`src/design/ftl_pkg.sv`:
```
package ftl_pkg;

    localparam int MAX_CELLS = 256;
    localparam int MIN_CELLS = 2;
    localparam int VALUE_W   = 32;

    // node store holds MAX_CELLS+1 entries, current store MAX_CELLS
    localparam int NODE_AW = $clog2(MAX_CELLS + 1);
    localparam int CUR_AW  = $clog2(MAX_CELLS);

    // scaling datapath: operand up to 41 bits signed (resistive load term),
    // coefficient up to 32 bits unsigned, smallest shift 24
    localparam int COEF_W   = 32;
    localparam int OPND_W   = 41;
    localparam int LO_W     = 32;
    localparam int HI_W     = OPND_W - LO_W;
    localparam int PROD_W   = OPND_W + COEF_W;
    localparam int SCALED_W = PROD_W - 24;
    localparam int RAW_W    = SCALED_W + 1;
    localparam int SUM_W    = RAW_W + 1;

    // register file
    localparam int PADDR_W      = 5;
    localparam int PDATA_W      = 32;
    localparam int CFG_AW       = 3;
    localparam int COEFF_REG_W  = 31;
    localparam int MODE_W       = 2;
    localparam int RATIO_W      = 32;

    localparam logic [CFG_AW-1:0] REG_V_COEFF      = 3'd0;
    localparam logic [CFG_AW-1:0] REG_I_COEFF      = 3'd1;
    localparam logic [CFG_AW-1:0] REG_LOAD_MODE    = 3'd2;
    localparam logic [CFG_AW-1:0] REG_LOAD_RATIO   = 3'd3;
    localparam logic [CFG_AW-1:0] REG_OBS_NODE     = 3'd4;
    localparam logic [CFG_AW-1:0] REG_ACTIVE_CELLS = 3'd5;

    localparam logic [MODE_W-1:0] LOAD_OPEN  = 2'd1;
    localparam logic [MODE_W-1:0] LOAD_SHORT = 2'd2;

    localparam logic [RATIO_W-1:0] LOAD_RATIO_RST = 32'h0100_0000;

    typedef logic signed [VALUE_W-1:0] value_t;
    typedef logic [NODE_AW-1:0]        node_idx_t;

    typedef enum logic [1:0] {
        SH_24,
        SH_30,
        SH_31
    } shift_sel_t;

    typedef struct packed {
        logic signed [OPND_W-1:0] a;
        logic [COEF_W-1:0]        c;
        shift_sel_t               sh;
        value_t                   base;
        logic                     sub;
    } scale_op_t;

    typedef struct packed {
        logic      to_cur;
        logic      raw;
        node_idx_t addr;
    } scale_tag_t;

    typedef enum logic [2:0] {
        ST_CLEAR,
        ST_IDLE,
        ST_VOLT,
        ST_VDRAIN,
        ST_CURR,
        ST_CDRAIN,
        ST_DONE
    } seq_state_t;

endpackage

```
`src/design/ftl_scale.sv`:
```
module ftl_scale (
    input  logic                              clk,
    input  logic                              rst_n,
    input  logic                              in_valid,
    input  ftl_pkg::scale_op_t                in_op,
    input  ftl_pkg::scale_tag_t               in_tag,
    output logic                              out_valid,
    output ftl_pkg::scale_tag_t               out_tag,
    output ftl_pkg::value_t                   out_sat,
    output logic signed [ftl_pkg::RAW_W-1:0]  out_raw,
    output logic                              busy
);
    import ftl_pkg::*;

    // stage 1: sign and magnitude
    logic                s1_valid;
    logic [OPND_W-1:0]   s1_mag;
    logic                s1_neg;
    logic [COEF_W-1:0]   s1_c;
    shift_sel_t          s1_sh;
    value_t              s1_base;
    logic                s1_sub;
    scale_tag_t          s1_tag;

    // stage 2: partial products
    logic                s2_valid;
    logic [2*LO_W-1:0]   s2_plo;
    logic [HI_W+COEF_W-1:0] s2_phi;
    logic                s2_neg;
    shift_sel_t          s2_sh;
    value_t              s2_base;
    logic                s2_sub;
    scale_tag_t          s2_tag;

    // stage 3: rounded magnitude
    logic                s3_valid;
    logic [SCALED_W-1:0] s3_r;
    logic                s3_neg;
    value_t              s3_base;
    logic                s3_sub;
    scale_tag_t          s3_tag;

    logic [OPND_W-1:0]   in_mag;
    logic                in_neg;
    logic [PROD_W-1:0]   prod;
    logic [PROD_W-1:0]   half;
    logic [SCALED_W-1:0] r_next;
    logic signed [SUM_W-1:0] r_ext;
    logic signed [SUM_W-1:0] base_ext;
    logic signed [SUM_W-1:0] sum;
    logic signed [RAW_W-1:0] r_signed;
    value_t              sat_next;
    logic signed [RAW_W-1:0] raw_next;

    always_comb
    begin
        in_neg = in_op.a[OPND_W-1];
        in_mag = in_neg ? $unsigned(-in_op.a) : $unsigned(in_op.a);
    end

    always_comb
    begin
        case (s2_sh)
            SH_24:   half = PROD_W'(1) << 23;
            SH_30:   half = PROD_W'(1) << 29;
            default: half = PROD_W'(1) << 30;
        endcase
        prod = {s2_phi, {LO_W{1'b0}}} + PROD_W'(s2_plo) + half;
        case (s2_sh)
            SH_24:   r_next = SCALED_W'(prod >> 24);
            SH_30:   r_next = SCALED_W'(prod >> 30);
            default: r_next = SCALED_W'(prod >> 31);
        endcase
    end

    always_comb
    begin
        r_ext    = signed'({2'b00, s3_r});
        base_ext = SUM_W'(s3_base);
        // sign of the product folded into the add/subtract choice
        if (s3_neg ^ s3_sub)
        begin
            sum = base_ext - r_ext;
        end
        else
        begin
            sum = base_ext + r_ext;
        end
        if (sum[SUM_W-1:VALUE_W-1] == '0 || sum[SUM_W-1:VALUE_W-1] == '1)
        begin
            sat_next = sum[VALUE_W-1:0];
        end
        else if (sum[SUM_W-1])
        begin
            sat_next = {1'b1, {(VALUE_W-1){1'b0}}};
        end
        else
        begin
            sat_next = {1'b0, {(VALUE_W-1){1'b1}}};
        end
        r_signed = signed'({1'b0, s3_r});
        raw_next = s3_neg ? -r_signed : r_signed;
    end

    always_ff @(posedge clk or negedge rst_n)
    begin
        if (!rst_n)
        begin
            s1_valid  <= 1'b0;
            s2_valid  <= 1'b0;
            s3_valid  <= 1'b0;
            out_valid <= 1'b0;
        end
        else
        begin
            s1_valid  <= in_valid;
            s2_valid  <= s1_valid;
            s3_valid  <= s2_valid;
            out_valid <= s3_valid;
        end
    end

    always_ff @(posedge clk)
    begin
        s1_mag  <= in_mag;
        s1_neg  <= in_neg;
        s1_c    <= in_op.c;
        s1_sh   <= in_op.sh;
        s1_base <= in_op.base;
        s1_sub  <= in_op.sub;
        s1_tag  <= in_tag;

        s2_plo  <= s1_mag[LO_W-1:0] * s1_c;
        s2_phi  <= s1_mag[OPND_W-1:LO_W] * s1_c;
        s2_neg  <= s1_neg;
        s2_sh   <= s1_sh;
        s2_base <= s1_base;
        s2_sub  <= s1_sub;
        s2_tag  <= s1_tag;

        s3_r    <= r_next;
        s3_neg  <= s2_neg;
        s3_base <= s2_base;
        s3_sub  <= s2_sub;
        s3_tag  <= s2_tag;

        out_sat <= sat_next;
        out_raw <= raw_next;
        out_tag <= s3_tag;
    end

    assign busy = s1_valid | s2_valid | s3_valid | out_valid;

endmodule

```
`config.mk`:
```
export PLATFORM = sky130hd
export DESIGN_NAME = ftl_scale
export DESIGN_NICKNAME = d
export VERILOG_FILES = /design/src/design/ftl_pkg.sv /design/src/design/ftl_scale.sv
export SDC_FILE = /design/constraint.sdc
export NUM_CORES = 2
export LEC_CHECK = 0
export BUFFER_PORTS_ARGS = -buffer_cell sky130_fd_sc_hd__buf_2
export CAP_MARGIN = 20
export CELL_PAD_IN_SITES_DETAIL_PLACEMENT = 0
export CELL_PAD_IN_SITES_GLOBAL_PLACEMENT = 1
export CORE_MARGIN = 8
export CORE_UTILIZATION = 56
export CTS_BUF_LIST = sky130_fd_sc_hd__clkbuf_4 sky130_fd_sc_hd__clkbuf_8
export DETAILED_ROUTE_END_ITERATION = 8
export HOLD_SLACK_MARGIN = 0.05
export PLACE_DENSITY = 0.95
export RECOVER_POWER = 100
export SYNTH_ARGS = -nofsm -noshare
export SYNTH_HDL_FRONTEND = slang
export SYNTH_SLANG_ARGS = --single-unit
```
`constraint.sdc`:
```
create_clock -name clk -period 17.2 [get_ports clk]
set_input_delay 0.86 -clock clk [delete_from_list [all_inputs] [get_ports clk]]
set_output_delay 0.86 -clock clk [all_outputs]
set_load 0.01 [all_outputs]
```
==> out/metrics.yaml <==
outcome: "finished, violations left"
violations: "capacitance limit, slew limit"
rows: 118
grt_util_met3: 0.0653
yosys_warnings: 0
crit_top_cell: "fa_1"
met1_usage: 0.344
synth_edf_count: 0
vias: 42600
synthCells: 6220
grt_first_pass_wirelength_mm: 242
antenna_found_initial: 5
startpoint_type: "register"
die_w_um: 338
syn_area_mm2: 0.0579
required_ns: 17.82
dieHeight_um: 338
slew_viol_final: 132
grt_max_degree: 80
grt_overflow: 0
cts_root_buffer: "clkbuf_8"
dp_hpwl_mm: 113
synthArstFlopShare: 0.00909
first_global_vias: 45600
slowest_stage: "clkbuf_1"
ys_top_cells_by_area: "fa_1, dfxtp_1, ha_1"
synth_ff_type: "dfxtp_1"
synth_nets: 7857
area_growth_pct: 6.45
reg2reg_slack_ns: 7.79
regToRegStartpoint: "s1_c[0]"
worst_hold_path_type: "in -> reg"
critPathMaxFanout: 40
grt_usage: 0.268
drc: 0
endpoint_kind: "register"
initial_core_util: 0.562
synth_top_area_frac: 0.383
clockBufferDepth: 3
fin_skew_ns: 0.0591
relSlewSlack: -0.560
cap_violations: 3
fin_crit_ns: 9.41
setup_viol: 0
holdPathStages: 1
viasPerCell: 5.53
clock_sinks: 440
yosys.area.top_type: "fa_1"
worstSkewPairLatency_ns: 0.74
yosysSeqAreaShare: 0.152
cp-startpoint: "s1_c[0]"
die-area_mm2: 0.114
post_cts_buffers: 0
core_mm2: 0.103
use_met2: 0.438
synth_common_cells: "fa_1, inv_1, nand2_1"
antenna_left: 0
detail_route.wl_per_cell_um: 19.5
fin_crit_sh: 0.547
fmaxAchievable_ghz: 0.106
critical_path_class: "reg -> reg"
portBuffers: 216
drt_iter0_markers: 2883
synth_most_common_cell: "fa_1"
reg2reg_depth: 25
fin_nets: 7909
gp_routability_congestion: 0.915
finalSetupTns_ns: 0
postRouteWirelength_mm: 151
hold_viol_final: 0
avgSynthCellArea_um2: 9.31
clk_transition_reported_paths_ns: 0.07
hp-start: "in_op[45]"
worstMarginPinSlew_ns: 2.34
grt.busiest_layer: "met2"
drt_pre_antenna_iters: 6
cts.htree.levels: 3
crit_arrival_ns: 10.03
rsz0062_at_grt: "false"
ios: 217
max_stage_delay_ns: 1.65
synth_cell_types: 75
cts_tree: "done"
cts_made_buffers: 79
synth_seq_cells: 440
drive_gt1_frac: 0.0548
final cells by class:
| class | instances | area [µm²] |
|---|---|---|
| Antenna cell | 1 | 2.50 |
| Clock buffer | 105 | 1360 |
| Clock inverter | 31 | 383 |
| Fill cell | 8838 | 41400 |
| Inverter | 1074 | 4030 |
| Multi-Input combinational cell | 4385 | 43800 |
| Sequential cell | 440 | 8840 |
| Tap cell | 1380 | 1730 |
| Timing Repair Buffer | 292 | 1510 |
layout by cell type, fill, tap and decap left out, types with 32 or more instances in the layout:
master	count
a21o_1	95
a21oi_1	187
and2_1	738
buf_2	113
buf_4	71
clkbuf_1	107
clkbuf_8	91
dfxtp_1	428
fa_1	1107
ha_1	408
inv_1	1074
nand2_1	786
nand2b_1	32
nand3_1	44
nand4_1	39
nor2_1	127
o21ai_0	143
xnor2_1	210
xor2_1	95
registers in the layout, summed over array words and instances (netlist names), 2 cells and up:
| register | flops |
|---|---|
| out_raw | 50 |
| s1_c | 32 |
| s1_sh | 2 |
| s1_mag | 41 |
| out_tag | 11 |
| s3_tag | 11 |
| s1_tag | 11 |
| out_sat | 32 |
| s2_sh | 2 |
| s2_base | 32 |
| s2_tag | 11 |
| s2_phi | 41 |
| s3_r | 49 |
| s3_base | 32 |
| s2_plo | 41 |
| s1_base | 32 |
cell families after synthesis:
family,count (synthesis),synth area share
buffers and inverters,1395,0.0905
adder cells (fa/ha/maj),1515,0.471
flip-flops,440,0.152
AO/OA/AOI/OAI,623,0.0679
multiplexers,21,0.00365
AND/OR/NAND/NOR,1920,0.168
XOR/XNOR,306,0.0463
stage by stage:
stage | hold WS [ns] | instances | worst slack (ns) | cell area (µm²) | utilization
3_3_place_gp | 0.310 | 7569 | 8.30 | 60100 | 0.583
5_1_grt | 0.178 | 7708 | 7.25 | 61700 | 0.598
2_1_floorplan | 0.310 | 6220 | 9.60 | 57900 | -
3_5_place_dp | 0.312 | 7569 | 7.93 | 60100 | 0.583
6_report | 0.220 | 7708 | 7.79 | 61700 | 0.598
4_1_cts | 0.134 | 7706 | 7.95 | 61900 | 0.600
repair_timing:
action / in CTS / in global routing
endpoints found under the hold margin: 4 / 0
hold buffers: 1 / 0
setup endpoints to repair: 0 / 0
resized for setup: 0 / 0
path summary, 6_finish.rpt:
path,to
worst max-delay path,s2_plo[59]
worst min-delay path,s1_c[10]
worst max register to register,s2_plo[59]
worst min register to register,s2_base[21]
max in group asynchronous,s1_valid
min in group asynchronous,s2_valid
routing by layer:
layer  vias up  part of all wire
met2      1819              0.46
met5         -          0.000086
met4         2             0.042
li1      19100                 -
met1     21300              0.40
met3       443             0.094
worst max-delay path, delay by kind of cell, from the launching register on:
family	cells	cell delay, ns
compound gates	8	2.39
xor+xnor	1	0.15
simple gates	4	0.75
flops	1	0.30
fa+ha+maj	7	3.54
buf+inv	5	2.17
Power is left out: the tool's default activity adds up to more than one toggle a clock period on the data nets, which glitch-free logic cannot reach.
